--- src/hw/rtl/psp_pkg.sv ---
// Shared constants and codes for the predictive stack parser.
package psp_pkg;

  // Default sizes of the rule table, the parse stack and the expansion budget.
  localparam int DefRuleSlots    = 16;
  localparam int DefRuleSymbols  = 8;
  localparam int DefStackDepth   = 64;
  localparam int DefMaxExpansions = 64;

  // Configuration port.
  localparam int CfgIdxW  = 2;
  localparam int CfgDataW = 8;

  localparam logic [CfgIdxW-1:0] CfgRuleCount   = 2'd0;
  localparam logic [CfgIdxW-1:0] CfgStartSymbol = 2'd1;
  localparam logic [CfgIdxW-1:0] CfgEpsSymbol   = 2'd2;
  localparam logic [CfgIdxW-1:0] CfgEndMarker   = 2'd3;

  localparam logic [4:0] RstRuleCount   = 5'd0;
  localparam logic [7:0] RstStartSymbol = 8'd83;
  localparam logic [7:0] RstEpsSymbol   = 8'd101;
  localparam logic [7:0] RstEndMarker   = 8'd36;

  // Request opcodes.
  localparam logic [1:0] OpWrite = 2'd0;
  localparam logic [1:0] OpStart = 2'd1;
  localparam logic [1:0] OpFeed  = 2'd2;

  // Result status codes; the first three double as the parse verdict.
  localparam logic [1:0] StRunning = 2'd0;
  localparam logic [1:0] StAccept  = 2'd1;
  localparam logic [1:0] StReject  = 2'd2;
  localparam logic [1:0] StDecided = 2'd3;

  // Reject causes.
  localparam logic [1:0] CauseNone     = 2'd0;
  localparam logic [1:0] CauseNoRule   = 2'd1;
  localparam logic [1:0] CauseOverflow = 2'd2;
  localparam logic [1:0] CauseLimit    = 2'd3;

endpackage

--- src/hw/rtl/psp_ram.sv ---
// Generic one-write, one-read RAM with registered read data.
module psp_ram #(
  parameter int Width = 8,
  parameter int Depth = 16,
  parameter int AddrW = (Depth > 1) ? $clog2(Depth) : 1
) (
  input  logic             clk_i,
  input  logic             we_i,
  input  logic [AddrW-1:0] waddr_i,
  input  logic [Width-1:0] wdata_i,
  input  logic [AddrW-1:0] raddr_i,
  output logic [Width-1:0] rdata_o
);

  logic [Width-1:0] mem_q [Depth];

  // Write port and registered read port.
  always_ff @(posedge clk_i) begin
    if (we_i) begin
      mem_q[waddr_i] <= wdata_i;
    end
    rdata_o <= mem_q[raddr_i];
  end

endmodule

--- src/hw/rtl/predictive_stack_parser_core.sv ---
// Top level of the predictive stack parser: sequencer, rule tables and parse stack.
// Writes and unused opcodes go straight to the result; a start pushes the end and start symbols.
// A fed symbol to a decided parse reports StDecided; else the stack top is read, a match popped;
// an expansion step scans each rule in use, then pushes the chosen body symbols one by one.
// One request is in work at a time; a new one is taken once the result is registered.
// Reset clears the stack pointer and verdict; payload, rule and stack memories are not cleared.
module predictive_stack_parser_core #(
  parameter int RULE_SLOTS     = psp_pkg::DefRuleSlots,
  parameter int RULE_SYMBOLS   = psp_pkg::DefRuleSymbols,
  parameter int STACK_DEPTH    = psp_pkg::DefStackDepth,
  parameter int MAX_EXPANSIONS = psp_pkg::DefMaxExpansions
) (
  input  logic                          clk_i,
  input  logic                          rst_ni,
  input  logic                          cfg_we_i,
  input  logic [psp_pkg::CfgIdxW-1:0]   cfg_index_i,
  input  logic [psp_pkg::CfgDataW-1:0]  cfg_data_i,
  input  logic                          in_valid_i,
  output logic                          in_stall_o,
  input  logic [1:0]                    opcode_i,
  input  logic [3:0]                    rule_index_i,
  input  logic [2:0]                    rule_position_i,
  input  logic [3:0]                    rule_length_i,
  input  logic [7:0]                    symbol_i,
  output logic                          out_valid_o,
  input  logic                          out_stall_i,
  output logic [1:0]                    status_o,
  output logic [1:0]                    reject_cause_o,
  output logic [6:0]                    stack_depth_o
);
  import psp_pkg::*;

  localparam int RIdxW  = (RULE_SLOTS > 1) ? $clog2(RULE_SLOTS) : 1;
  localparam int UseW   = ($clog2(RULE_SLOTS + 1) > 5) ? $clog2(RULE_SLOTS + 1) : 5;
  localparam int SymW   = $clog2(RULE_SYMBOLS);
  localparam int RsAW   = $clog2(RULE_SLOTS * RULE_SYMBOLS);
  localparam int SpW    = $clog2(STACK_DEPTH + 1);
  localparam int SaW    = $clog2(STACK_DEPTH);
  localparam int OvW    = $clog2(STACK_DEPTH + RULE_SYMBOLS + 1);
  localparam int ExW    = $clog2(MAX_EXPANSIONS + 1);

  typedef enum logic [10:0] {
    S_IDLE    = 11'b000_0000_0001,
    S_START   = 11'b000_0000_0010,
    S_TOP_RD  = 11'b000_0000_0100,
    S_TOP_CK  = 11'b000_0000_1000,
    S_LHS_RD  = 11'b000_0001_0000,
    S_LHS_CK  = 11'b000_0010_0000,
    S_BODY_CK = 11'b000_0100_0000,
    S_DECIDE  = 11'b000_1000_0000,
    S_PUSH_RD = 11'b001_0000_0000,
    S_PUSH_WR = 11'b010_0000_0000,
    S_DONE    = 11'b100_0000_0000
  } state_e;

  // Flat rule-table address of one symbol of one rule.
  function automatic logic [RsAW-1:0] rs_addr(logic [RIdxW-1:0] r, logic [SymW-1:0] p);
    return RsAW'(int'(r) * RULE_SYMBOLS + int'(p));
  endfunction

  // Body symbol count from a stored rule length.
  function automatic logic [SymW-1:0] body_cnt(logic [3:0] len);
    logic [5:0] l;
    l = {2'b00, len};
    if (l > 6'(RULE_SYMBOLS)) l = 6'(RULE_SYMBOLS);
    if (l == 6'd0) l = 6'd1;
    return SymW'(l - 6'd1);
  endfunction

  state_e            state_q, state_d;
  logic [SpW-1:0]    sp_q, sp_d;
  logic [1:0]        verdict_q, verdict_d;
  logic [4:0]        rule_count_q, rule_count_d;
  logic [7:0]        start_q, start_d, eps_q, eps_d, end_q, end_d;
  logic [7:0]        sym_q, sym_d, top_q, top_d;
  logic [UseW-1:0]   r_q, r_d;
  logic [1:0]        m_q, m_d;
  logic              have_q, have_d, can_null_q, can_null_d, first_empty_q, first_empty_d;
  logic [RIdxW-1:0]  first_q, first_d, chosen_q, chosen_d;
  logic [SymW-1:0]   first_bc_q, first_bc_d, chosen_bc_q, chosen_bc_d, j_q, j_d;
  logic [ExW-1:0]    exp_q, exp_d;
  logic [1:0]        status_q, status_d, cause_q, cause_d;
  logic              out_valid_q, out_valid_d;
  logic [1:0]        out_status_q, out_status_d, out_cause_q, out_cause_d;
  logic [6:0]        out_depth_q, out_depth_d;

  logic              in_acc;
  logic [UseW-1:0]   used, idx_w;
  logic [5:0]        pos_w;
  logic              idx_ok, pos_ok;
  logic              rs_we, len_we, stk_we;
  logic [RsAW-1:0]   rs_waddr, rs_raddr;
  logic [7:0]        rs_rdata;
  logic [RIdxW-1:0]  len_raddr;
  logic [3:0]        len_rdata;
  logic [SaW-1:0]    stk_waddr, stk_raddr;
  logic [7:0]        stk_wdata, stk_rdata;
  logic [SymW-1:0]   bc;
  logic              empty_body;
  logic              dec_reject, dec_pop;
  logic [RIdxW-1:0]  dec_rule;
  logic [SymW-1:0]   dec_bc;

  assign in_stall_o     = (state_q != S_IDLE);
  assign in_acc         = in_valid_i && !in_stall_o;
  assign out_valid_o    = out_valid_q;
  assign status_o       = out_status_q;
  assign reject_cause_o = out_cause_q;
  assign stack_depth_o  = out_depth_q;

  // Rule-write decode.
  assign used   = (UseW'(rule_count_q) > UseW'(RULE_SLOTS)) ? UseW'(RULE_SLOTS)
                                                             : UseW'(rule_count_q);
  assign idx_w  = UseW'(rule_index_i);
  assign pos_w  = 6'(rule_position_i);
  assign idx_ok = idx_w < UseW'(RULE_SLOTS);
  assign pos_ok = pos_w < 6'(RULE_SYMBOLS);
  assign rs_we  = in_acc && (opcode_i == OpWrite) && idx_ok && pos_ok;
  assign len_we = in_acc && (opcode_i == OpWrite) && idx_ok;
  assign rs_waddr = rs_addr(idx_w[RIdxW-1:0], pos_w[SymW-1:0]);

  // Properties of the rule just read during the scan.
  assign bc         = body_cnt(len_rdata);
  assign empty_body = (bc == '0) || (rs_rdata == eps_q);

  // Choice of action once the rule scan has finished.
  always_comb begin
    dec_reject = 1'b0;
    dec_pop    = 1'b0;
    dec_rule   = chosen_q;
    dec_bc     = chosen_bc_q;
    if (m_q == 2'd0) begin
      dec_reject = 1'b1;
    end else if (m_q == 2'd1) begin
      dec_pop  = first_empty_q;
      dec_rule = first_q;
      dec_bc   = first_bc_q;
    end else if (!have_q) begin
      if (can_null_q) begin
        dec_pop = 1'b1;
      end else begin
        dec_reject = 1'b1;
      end
    end
  end

  // Sequencer.
  always_comb begin
    state_d       = state_q;
    sp_d          = sp_q;
    verdict_d     = verdict_q;
    rule_count_d  = rule_count_q;
    start_d       = start_q;
    eps_d         = eps_q;
    end_d         = end_q;
    sym_d         = sym_q;
    top_d         = top_q;
    r_d           = r_q;
    m_d           = m_q;
    have_d        = have_q;
    can_null_d    = can_null_q;
    first_empty_d = first_empty_q;
    first_d       = first_q;
    chosen_d      = chosen_q;
    first_bc_d    = first_bc_q;
    chosen_bc_d   = chosen_bc_q;
    j_d           = j_q;
    exp_d         = exp_q;
    status_d      = status_q;
    cause_d       = cause_q;
    out_valid_d   = out_valid_q;
    out_status_d  = out_status_q;
    out_cause_d   = out_cause_q;
    out_depth_d   = out_depth_q;
    rs_raddr      = rs_addr(r_q[RIdxW-1:0], '0);
    len_raddr     = r_q[RIdxW-1:0];
    stk_we        = 1'b0;
    stk_waddr     = SaW'(sp_q);
    stk_wdata     = rs_rdata;
    stk_raddr     = SaW'(sp_q - SpW'(1));

    // Configuration writes.
    if (cfg_we_i) begin
      unique case (cfg_index_i)
        CfgRuleCount:   rule_count_d = cfg_data_i[4:0];
        CfgStartSymbol: start_d      = cfg_data_i;
        CfgEpsSymbol:   eps_d        = cfg_data_i;
        CfgEndMarker:   end_d        = cfg_data_i;
        default:        ;
      endcase
    end

    // Result register drains when taken.
    if (out_valid_q && !out_stall_i) begin
      out_valid_d = 1'b0;
    end

    unique case (state_q)
      S_IDLE: begin
        if (in_acc) begin
          status_d = StRunning;
          cause_d  = CauseNone;
          sym_d    = symbol_i;
          state_d  = S_DONE;
          unique case (opcode_i)
            OpStart: begin
              stk_we    = 1'b1;
              stk_waddr = '0;
              stk_wdata = end_q;
              state_d   = S_START;
            end
            OpFeed: begin
              if (verdict_q != StRunning) begin
                status_d = StDecided;
              end else begin
                exp_d   = '0;
                state_d = S_TOP_RD;
              end
            end
            default: ;
          endcase
        end
      end
      S_START: begin
        stk_we    = 1'b1;
        stk_waddr = SaW'(1);
        stk_wdata = start_q;
        sp_d      = SpW'(2);
        verdict_d = StRunning;
        state_d   = S_DONE;
      end
      S_TOP_RD: begin
        if (sp_q == '0) begin
          verdict_d = StReject;
          status_d  = StReject;
          cause_d   = CauseNoRule;
          state_d   = S_DONE;
        end else begin
          state_d = S_TOP_CK;
        end
      end
      S_TOP_CK: begin
        top_d = stk_rdata;
        if (stk_rdata == end_q) begin
          if (sym_q == end_q) begin
            verdict_d = StAccept;
            status_d  = StAccept;
          end else begin
            verdict_d = StReject;
            status_d  = StReject;
            cause_d   = CauseNoRule;
          end
          state_d = S_DONE;
        end else if (stk_rdata == sym_q) begin
          sp_d    = sp_q - SpW'(1);
          state_d = S_DONE;
        end else begin
          r_d        = '0;
          m_d        = 2'd0;
          have_d     = 1'b0;
          can_null_d = 1'b0;
          state_d    = S_LHS_RD;
        end
      end
      S_LHS_RD: begin
        if (r_q >= used) begin
          state_d = S_DECIDE;
        end else begin
          state_d = S_LHS_CK;
        end
      end
      S_LHS_CK: begin
        if (rs_rdata == top_q) begin
          m_d = (m_q == 2'd2) ? 2'd2 : m_q + 2'd1;
          if (m_q == 2'd0) begin
            first_d = r_q[RIdxW-1:0];
          end
          if (!have_q) begin
            rs_raddr = rs_addr(r_q[RIdxW-1:0], SymW'(1));
            state_d  = S_BODY_CK;
          end else begin
            r_d     = r_q + UseW'(1);
            state_d = S_LHS_RD;
          end
        end else begin
          r_d     = r_q + UseW'(1);
          state_d = S_LHS_RD;
        end
      end
      S_BODY_CK: begin
        if (m_q == 2'd1) begin
          first_empty_d = empty_body;
          first_bc_d    = bc;
        end
        if ((bc != '0) && (rs_rdata == sym_q)) begin
          chosen_d    = r_q[RIdxW-1:0];
          chosen_bc_d = bc;
          have_d      = 1'b1;
        end else if (empty_body) begin
          can_null_d = 1'b1;
        end
        r_d     = r_q + UseW'(1);
        state_d = S_LHS_RD;
      end
      S_DECIDE: begin
        state_d = S_DONE;
        if (dec_reject) begin
          verdict_d = StReject;
          status_d  = StReject;
          cause_d   = CauseNoRule;
        end else if (exp_q >= ExW'(MAX_EXPANSIONS)) begin
          verdict_d = StReject;
          status_d  = StReject;
          cause_d   = CauseLimit;
        end else if (dec_pop) begin
          exp_d   = exp_q + ExW'(1);
          sp_d    = sp_q - SpW'(1);
          state_d = S_TOP_RD;
        end else if (OvW'(sp_q) - OvW'(1) + OvW'(dec_bc) > OvW'(STACK_DEPTH)) begin
          verdict_d = StReject;
          status_d  = StReject;
          cause_d   = CauseOverflow;
        end else begin
          exp_d    = exp_q + ExW'(1);
          sp_d     = sp_q - SpW'(1);
          chosen_d = dec_rule;
          j_d      = dec_bc;
          state_d  = S_PUSH_RD;
        end
      end
      S_PUSH_RD: begin
        rs_raddr = rs_addr(chosen_q, j_q);
        state_d  = S_PUSH_WR;
      end
      S_PUSH_WR: begin
        stk_we    = 1'b1;
        stk_waddr = SaW'(sp_q);
        stk_wdata = rs_rdata;
        sp_d      = sp_q + SpW'(1);
        j_d       = j_q - SymW'(1);
        state_d   = (j_q == SymW'(1)) ? S_TOP_RD : S_PUSH_RD;
      end
      S_DONE: begin
        if (!out_valid_q || !out_stall_i) begin
          out_valid_d  = 1'b1;
          out_status_d = status_q;
          out_cause_d  = (status_q == StReject) ? cause_q : CauseNone;
          out_depth_d  = 7'(sp_q);
          state_d      = S_IDLE;
        end
      end
      default: state_d = S_IDLE;
    endcase
  end

  // Control state.
  always_ff @(posedge clk_i or negedge rst_ni) begin
    if (!rst_ni) begin
      state_q      <= S_IDLE;
      sp_q         <= '0;
      verdict_q    <= StRunning;
      rule_count_q <= RstRuleCount;
      start_q      <= RstStartSymbol;
      eps_q        <= RstEpsSymbol;
      end_q        <= RstEndMarker;
      out_valid_q  <= 1'b0;
      exp_q        <= '0;
    end else begin
      state_q      <= state_d;
      sp_q         <= sp_d;
      verdict_q    <= verdict_d;
      rule_count_q <= rule_count_d;
      start_q      <= start_d;
      eps_q        <= eps_d;
      end_q        <= end_d;
      out_valid_q  <= out_valid_d;
      exp_q        <= exp_d;
    end
  end

  // Working and result payload.
  always_ff @(posedge clk_i) begin
    sym_q         <= sym_d;
    top_q         <= top_d;
    r_q           <= r_d;
    m_q           <= m_d;
    have_q        <= have_d;
    can_null_q    <= can_null_d;
    first_empty_q <= first_empty_d;
    first_q       <= first_d;
    chosen_q      <= chosen_d;
    first_bc_q    <= first_bc_d;
    chosen_bc_q   <= chosen_bc_d;
    j_q           <= j_d;
    status_q      <= status_d;
    cause_q       <= cause_d;
    out_status_q  <= out_status_d;
    out_cause_q   <= out_cause_d;
    out_depth_q   <= out_depth_d;
  end

  // Rule symbol table.
  psp_ram #(.Width(8), .Depth(RULE_SLOTS * RULE_SYMBOLS)) u_rule_sym (
    .clk_i   (clk_i),
    .we_i    (rs_we),
    .waddr_i (rs_waddr),
    .wdata_i (symbol_i),
    .raddr_i (rs_raddr),
    .rdata_o (rs_rdata)
  );

  // Rule length table.
  psp_ram #(.Width(4), .Depth(RULE_SLOTS)) u_rule_len (
    .clk_i   (clk_i),
    .we_i    (len_we),
    .waddr_i (idx_w[RIdxW-1:0]),
    .wdata_i (rule_length_i),
    .raddr_i (len_raddr),
    .rdata_o (len_rdata)
  );

  // Parse stack.
  psp_ram #(.Width(8), .Depth(STACK_DEPTH)) u_stack (
    .clk_i   (clk_i),
    .we_i    (stk_we),
    .waddr_i (stk_waddr),
    .wdata_i (stk_wdata),
    .raddr_i (stk_raddr),
    .rdata_o (stk_rdata)
  );

  // The stack pointer never passes the stack depth.
  a_sp_range: assert property (@(posedge clk_i) disable iff (!rst_ni)
    sp_q <= SpW'(STACK_DEPTH))
    else $error("stack pointer beyond stack depth");

  // A push only writes inside the stack.
  a_push_room: assert property (@(posedge clk_i) disable iff (!rst_ni)
    (state_q == S_PUSH_WR) |-> (sp_q < SpW'(STACK_DEPTH)))
    else $error("push past end of stack");

  // The expansion count stays within its budget.
  a_exp_range: assert property (@(posedge clk_i) disable iff (!rst_ni)
    exp_q <= ExW'(MAX_EXPANSIONS))
    else $error("expansion count over budget");

  // A reject result always carries a cause, other results never do.
  a_cause: assert property (@(posedge clk_i) disable iff (!rst_ni)
    out_valid_q |-> ((out_status_q == StReject) == (out_cause_q != CauseNone)))
    else $error("reject cause inconsistent with status");

endmodule
--- config.mk ---
export PLATFORM = sky130hd
export DESIGN_NAME = predictive_stack_parser_core
export DESIGN_NICKNAME = d
export VERILOG_FILES = /design/src/hw/rtl/psp_pkg.sv /design/src/hw/rtl/psp_ram.sv /design/src/hw/rtl/predictive_stack_parser_core.sv
export SDC_FILE = /design/constraint.sdc
export NUM_CORES = 2
export LEC_CHECK = 0
export BUFFER_PORTS_ARGS = -buffer_cell sky130_fd_sc_hd__buf_2
export CAP_MARGIN = 20
export CELL_PAD_IN_SITES_DETAIL_PLACEMENT = 1
export CELL_PAD_IN_SITES_GLOBAL_PLACEMENT = 1
export CORE_ASPECT_RATIO = 1.75
export CORE_MARGIN = 4
export CORE_UTILIZATION = 25
export DETAILED_ROUTE_END_ITERATION = 10
export HOLD_SLACK_MARGIN = 0.06
export PLACE_DENSITY_LB_ADDON = 0.1
export SYNTH_ARGS = -nofsm -noshare
export SYNTH_HDL_FRONTEND = slang
export SYNTH_SLANG_ARGS = --single-unit
--- constraint.sdc ---
create_clock -name clk_i -period 7 [get_ports clk_i]
set_input_delay 0.35 -clock clk_i [delete_from_list [all_inputs] [get_ports clk_i]]
set_output_delay 0.35 -clock clk_i [all_outputs]
set_load 0.02 [all_outputs]
* Word-level counts from Yosys, hierarchy flattened
Memory sizes are Yosys's and may differ from the RTL's. A register that Yosys moved wholly into a read port is not among the register bits. Cells that the tools add are included.
Cells by class: $add $sub $neg 11, multipliers 0, divide/modulo/power cells 0, magnitude comparators 7, equality and inequality tests 51, shift-type cells 0, multiplexer cells 114, bitwise operators 0, reductions and logical operators 50
Operators by type and width (number):
- $mux W11 | 11
- $pmux W11 S11 | 1
- $mux W7 | 16
- $eq A8 B8 Y1 | 6
- $mux W2 | 20
- $ne A2 B2 Y1 const B | 19
- $mux W4 | 8
- $pmux W7 S2 | 2
- $pmux W7 S4 | 1
- $mux W5 | 5
- $mux W1 | 24
- $mux W8 | 3
- $pmux W2 S4 | 3
- $pmux W11 S2 | 1
- $add A7 B1 Y7 const B | 3
- $add A7 B3 Y7 | 3
- $mux W3 | 7
- $reduce_and A2 Y1 | 9
- $pmux W8 S2 | 1
- $pmux W5 S3 | 1
- $reduce_and A5 Y1 | 3
- $reduce_and A7 Y1 | 2
- $mux W6 | 2
- $pmux W6 S2 | 1
- 49 further kinds | 81
Word-level totals: register bits after elaboration 115, latch bits 0, memory bits (writable) 1600, memory bits (read-only) 0, input bits 36, output and inout port bits 13, word-level logic and storage cells 262, memories kept 3
Memory list:
- u_rule_sym.mem_q | depth 128, width 8, read ports 1, clocked after memory_dff 1, write ports 1, RTL line psp_ram.sv:15 | logic [Width-1:0] mem_q [Depth];
- u_stack.mem_q | depth 64, width 8, read ports 1, clocked after memory_dff 1, write ports 1, RTL line psp_ram.sv:15
- u_rule_len.mem_q | depth 16, width 4, read ports 1, clocked after memory_dff 1, write ports 1, RTL line psp_ram.sv:15

* Depth between registers and ports, before layout
word-level depth 10, mapped depth 19, gate-level depth less buffers 14

* Modules after synthesis
From an unflattened synthesis, not the netlist that was laid out.
Second synthesis, totals: cells, all modules 3284, area total of the unflattened synthesis 68871.1 um^2
Modules (own cells, without submodules):
- psp_ram (u_rule_sym) | instances 1, cells an instance 1635, area an instance 39665.5 um^2, sequential area each 30909.6 um^2
- psp_ram (u_stack) | instances 1, cells an instance 940, area an instance 20166.8 um^2, sequential area each 15534.9 um^2
- predictive_stack_parser_core | instances 1, cells an instance 579, area an instance 6372.4 um^2, sequential area each 3181.8 um^2
- psp_ram (u_rule_len) | instances 1, cells an instance 130, area an instance 2666.3 um^2, sequential area each 2001.9 um^2

* Worst setup path before layout
No wires, ideal clock.
path type register -> register, from register sp_q[0], to register cause_q[0], enable pin, library setup time 0.298 ns, data arrival time 5.325 ns, data required time 6.702 ns, setup slack 1.377 ns, cell stages (with the launch flop) 18, buffers on the path 5, period minus slack after synthesis 5.623 ns, cells stage by stage dfrtp_1 -> clkbuf_1 -> clkbuf_1 -> buf_1 -> inv_1 -> ha_1 -> xnor2_1 -> clkbuf_1 -> buf_1 -> inv_1 -> ha_1 -> a21o_1 -> mux2i_1 -> o31a_1 -> o221ai_1 -> and2_1 -> nor4_1 -> and2_1
On the way: longest elaborated chain between the ends 5, elaborated cells between the ends (all ways) 7, those cells by class add/sub: 2; order compare: 1; eq/ne: 2; reduce/logical: 2
Ends and longest elaborated chain:
- from (decl) | RTL line predictive_stack_parser_core.sv:71 | logic [SpW-1:0] sp_q, sp_d;
- from (signal assigned) | RTL line predictive_stack_parser_core.sv:370 | sp_q <= sp_d;
- $sub A7 B1 Y7 | RTL line predictive_stack_parser_core.sv:319 | end else if (OvW'(sp_q) - OvW'(1) + OvW'(dec_bc) > OvW'(STACK_DEPTH)) begin
- $add A7 B3 Y7 | RTL line predictive_stack_parser_core.sv:319
- $gt A7 B7 Y1 | RTL line predictive_stack_parser_core.sv:319
- $ne A4 B4 Y1 (no source line)
- $reduce_and A7 Y1 (no source line) *
- to (signal assigned) | RTL line predictive_stack_parser_core.sv:396 | cause_q <= cause_d;
- to (decl) | RTL line predictive_stack_parser_core.sv:82 | logic [1:0] status_q, status_d, cause_q, cause_d;
Mark *: on every way between the ends. The rest lies on a longest branch, timed or not. A chain may end at the register's enable or synchronous reset.

* Final worst setup path
from register state_q[2], to register u_rule_sym.rdata_o[6], read port of u_rule_sym.mem_q
On the way: longest elaborated chain between the ends 2, elaborated cells between the ends (all ways) 3, those cells by class eq/ne: 2; mux: 1
Ends and longest elaborated chain:
- from (decl) | RTL line predictive_stack_parser_core.sv:70 | state_e state_q, state_d;
- from (signal assigned) | RTL line predictive_stack_parser_core.sv:369 | state_q <= state_d;
- $eq A11 B9 Y1 or $eq A11 B6 Y1 (tied branches) | RTL line predictive_stack_parser_core.sv:198 | unique case (state_q)
- $pmux W7 S2 * | RTL line predictive_stack_parser_core.sv:198
- to (decl) | RTL line psp_ram.sv:12 | output logic [Width-1:0] rdata_o
Marked as above.

==> impl_metrics.ini <==
[route]
maxUsedRoutingLayer = met5
drt-met1-wl_mm = 91.36
dr_wl_met3_mm = 6.115
via_per_inst = 4.710
drt_first_pass_iters = 5
drc = 0
vias = 39660
drtIter0Drc = 2275
ant_nets = 0
wl_mm = 256.8
wire_per_inst_um = 30.50
dr_wl_met2_mm = 150.1

[synth]
async_flop_share_pct = 3.285
ys_ff_latch = 1735
synth_area_um2 = 69860
synth_ff_type = edfxtp_1
ys_warn_count = 0
yosysUniqueCellTypes = 79
ys_seq_area_share_pct = 73.90
synth_cells = 4523
synth_top_area_cell = edfxtp_1
yosys-top-cells-count = edfxtp_1, nand2_1, nor2_1, a21oi_1, nand3_1
synthTopCellsByArea = edfxtp_1, mux4_2, nand2_1, mux2i_1, dfrtp_1
synthesis.nets = 4583
synth.most_common_cell = edfxtp_1
syn_area_per_cell_um2 = 15.45
synth_edf_count = 1658
yosysTopAreaCellShare_pct = 71.26

[sta]
worst_slack_ns = 1.764
fin_crit_ns = 5.236
hold_viol_final = 0
rsz0062_at_grt = false
fin_setup_tns_ns = 0
skew_ns = 0.06088
worst_slew_pin_slew_ns = 1.120
period_share_pct = 74.80
max_freq_mhz = 191.0
finalSetupViolations = 0
slew_headroom_pct = 25.13
maxSlewViolCount = 0

[cts]
cts_buffer_depth = 4
cts-htree-levels = 4
cts_resized = 0
clk_latency_ns = 0.86
cts_setup_buffers = 0
cts_tree = done
hold_buffers = 26
cts.sinks = 1735
cts_buffers = 185
clk_pin_slew_ns = 0.06
clockRootBuffer = clkbuf_16

[finish]
seqCellArea_um2 = 51630
n_fill_cell = 29120
nets = 4722
syn_to_final_growth_pct = 15.64
multi_input_area_um2 = 17140
final_layout_size_suffix_gt1_share_pct = 14.62

[floorplan]
coreArea_um2 = 278000
initial_core_util_pct = 25.13
die_w_um = 407.6
dieArea_um2 = 288300
num_io_pins = 49
die_h_um = 707.3
row_count = 256

[outcome]
status = complete, no violations

[worst_setup_path]
crit_chain = or4_1 -> nor4_1 -> and4b_1 -> nor2_4 -> buf_12 -> buf_4 -> mux4_2 -> a2111oi_0 -> and3_1 -> nand3_1 -> a2bb2oi_1
worst_path_max_delay_cell = or4_1
cpPeakStageDelay_ns = 0.72
worstSetupStartpoint = state_q[2]$_DFFE_PN0P_
rrSetupSlack_ns = 1.76
crit_end = u_rule_sym.rdata_o[6]$_DFF_P_
r2r-start = state_q[2]$_DFFE_PN0P_
worstPathArrival_ns = 5.93
cp-end-kind = flip-flop
r2r-end = u_rule_sym.rdata_o[6]$_DFF_P_
critPathKind = reg -> reg
rr_worst_depth = 11
critPathMaxFanout = 116
worstPathRequired_ns = 7.69
cp-start-kind = flip-flop

[min_path]
min_path_type = in -> reg
hold_path.startpoint = symbol_i[1]

[global_routing]
antenna_found_initial = 19
grt_pass1_wl_mm = 358.0
grt_max_degree = 117
grt_overflow = 0
grt_pass1_vias = 43570
grt_util_all_layers_pct = 17.51

[power_and_ir_drop]
p_leak_nw = 26.39
p_per_area_nw_per_um2 = 293.7
peakVddDrop_mv = 0.2258

[flow_run]
timing.max_cap.violations = 0

[placed_design]
dp_hpwl_mm = 174.4
dpl_worst_slack_ns = 1.655
port_buffers = 48
gp_congestion = 0.7886
-- worst max-delay path, delay by kind of cell (launching register included) --
kind	cells	cell delay (ns)
simple gates	6	2.44
flops	1	0.42
buf+inv	2	0.67
mux	1	0.52
compound gates	2	0.95
-- state kept, by name (all words and copies together), names as in the netlist, 8 cells and up --
signal and cells:
u_stack.mem_q 512, u_rule_len.mem_q 64, start_q 8, u_rule_sym.mem_q 1024
top_q 8, u_rule_sym.rdata_o 8, u_stack.rdata_o 8, end_q 8
sym_q 8, eps_q 8, state_q 11
-- power by group --
part           internal, W  leakage, nW  switching (W)
Sequential          0.0116         15.8       0.000131
Combinational     0.000770         7.82        0.00150
Clock              0.00547         2.78        0.00425
-- how the worst min path moves through the flow --
stage,to,slack (ns),cells after the start
2_1_floorplan,end_q[0]$_DFFE_PN0P_,0.05,0
3_3_place_gp,status_o[0]$_DFFE_PP_,0.48,0
3_5_place_dp,status_o[0]$_DFFE_PP_,0.46,0
4_1_cts,state_q[2]$_DFFE_PN0P_,0.07,5
5_1_grt,u_rule_sym.mem_q[120][1]$_DFFE_PP_,0.11,1
6_report,u_rule_sym.mem_q[120][1]$_DFFE_PP_,0.14,1
-- cells by family after synthesis --
kind of cell / share of synthesized area [%]
xor+xnor: 0.7772
compound gates: 4.991
mux: 8.645
simple gates: 9.513
buf+inv: 1.746
flops: 73.90
fa+ha+maj: 0.4298
-- layout make-up --
type / count / share of cell area [%]
well taps: 3612 / 5.594
clock inverters: 77 / 0.8471
flip-flops and latches: 1735 / 63.91
clock buffers: 251 / 6.230
multi-input cells: 2498 / 21.22
inverters: 44 / 0.2044
diodes: 5 / 0.01549
repair buffers: 198 / 1.982
-- stage by stage --
| step | hold WS (ns) | instance area, µm² | utilization, % | std cells | total power (W) |
|---|---|---|---|---|---|
| 2_1_floorplan | 0.05441 | 69860 | - | 4523 | 0.01313 |
| 3_3_place_gp | 0.4802 | 74780 | 26.90 | 8058 | 0.01430 |
| 3_5_place_dp | 0.4601 | 74800 | 26.90 | 8061 | 0.01431 |
| 4_1_cts | 0.06677 | 80780 | 29.05 | 8415 | 0.02417 |
| 5_1_grt | 0.1138 | 80790 | 29.06 | 8419 | 0.02459 |
| 6_report | 0.1374 | 80790 | 29.06 | 8420 | 0.02373 |
-- metal layers --
metal / up-vias / global-route usage (%)
met5: - / 0
met3: 317 / 1.851
met2: 576 / 36.03
li1: 17620 / -
met1: 21130 / 18.06
met4: 14 / 5.797
-- cell usage in the layout, fill, tap and decap left out, types with 12 or more instances in the layout --
| master | count |
|---|---|
| mux2_2 | 45 |
| nand2_1 | 747 |
| buf_4 | 112 |
| clkbuf_16 | 190 |
| dfxtp_1 | 20 |
| edfxtp_1 | 1658 |
| bufinv_16 | 12 |
| xnor2_1 | 20 |
| a31o_2 | 14 |
| a31oi_1 | 33 |
| clkbuf_1 | 56 |
| o21ai_0 | 85 |
| mux4_2 | 183 |
| a21oi_1 | 194 |
| o21a_1 | 12 |
| nor4_1 | 38 |
| dlygate4sd3_1 | 26 |
| nand3b_1 | 16 |
| clkinv_1 | 33 |
| o221ai_1 | 20 |
| nor3_1 | 41 |
| inv_1 | 43 |
| buf_2 | 42 |
| ha_1 | 23 |
| and3_1 | 67 |
| dfrtp_1 | 45 |
| a311oi_1 | 22 |
| xor2_1 | 39 |
| clkinv_2 | 22 |
| a211oi_1 | 49 |
| nor2b_1 | 30 |
| nand4_1 | 16 |
| o22ai_1 | 43 |
| nor2_1 | 253 |
| mux2i_1 | 140 |
| nand3_1 | 193 |
Power figures use the tool's default switching activity.
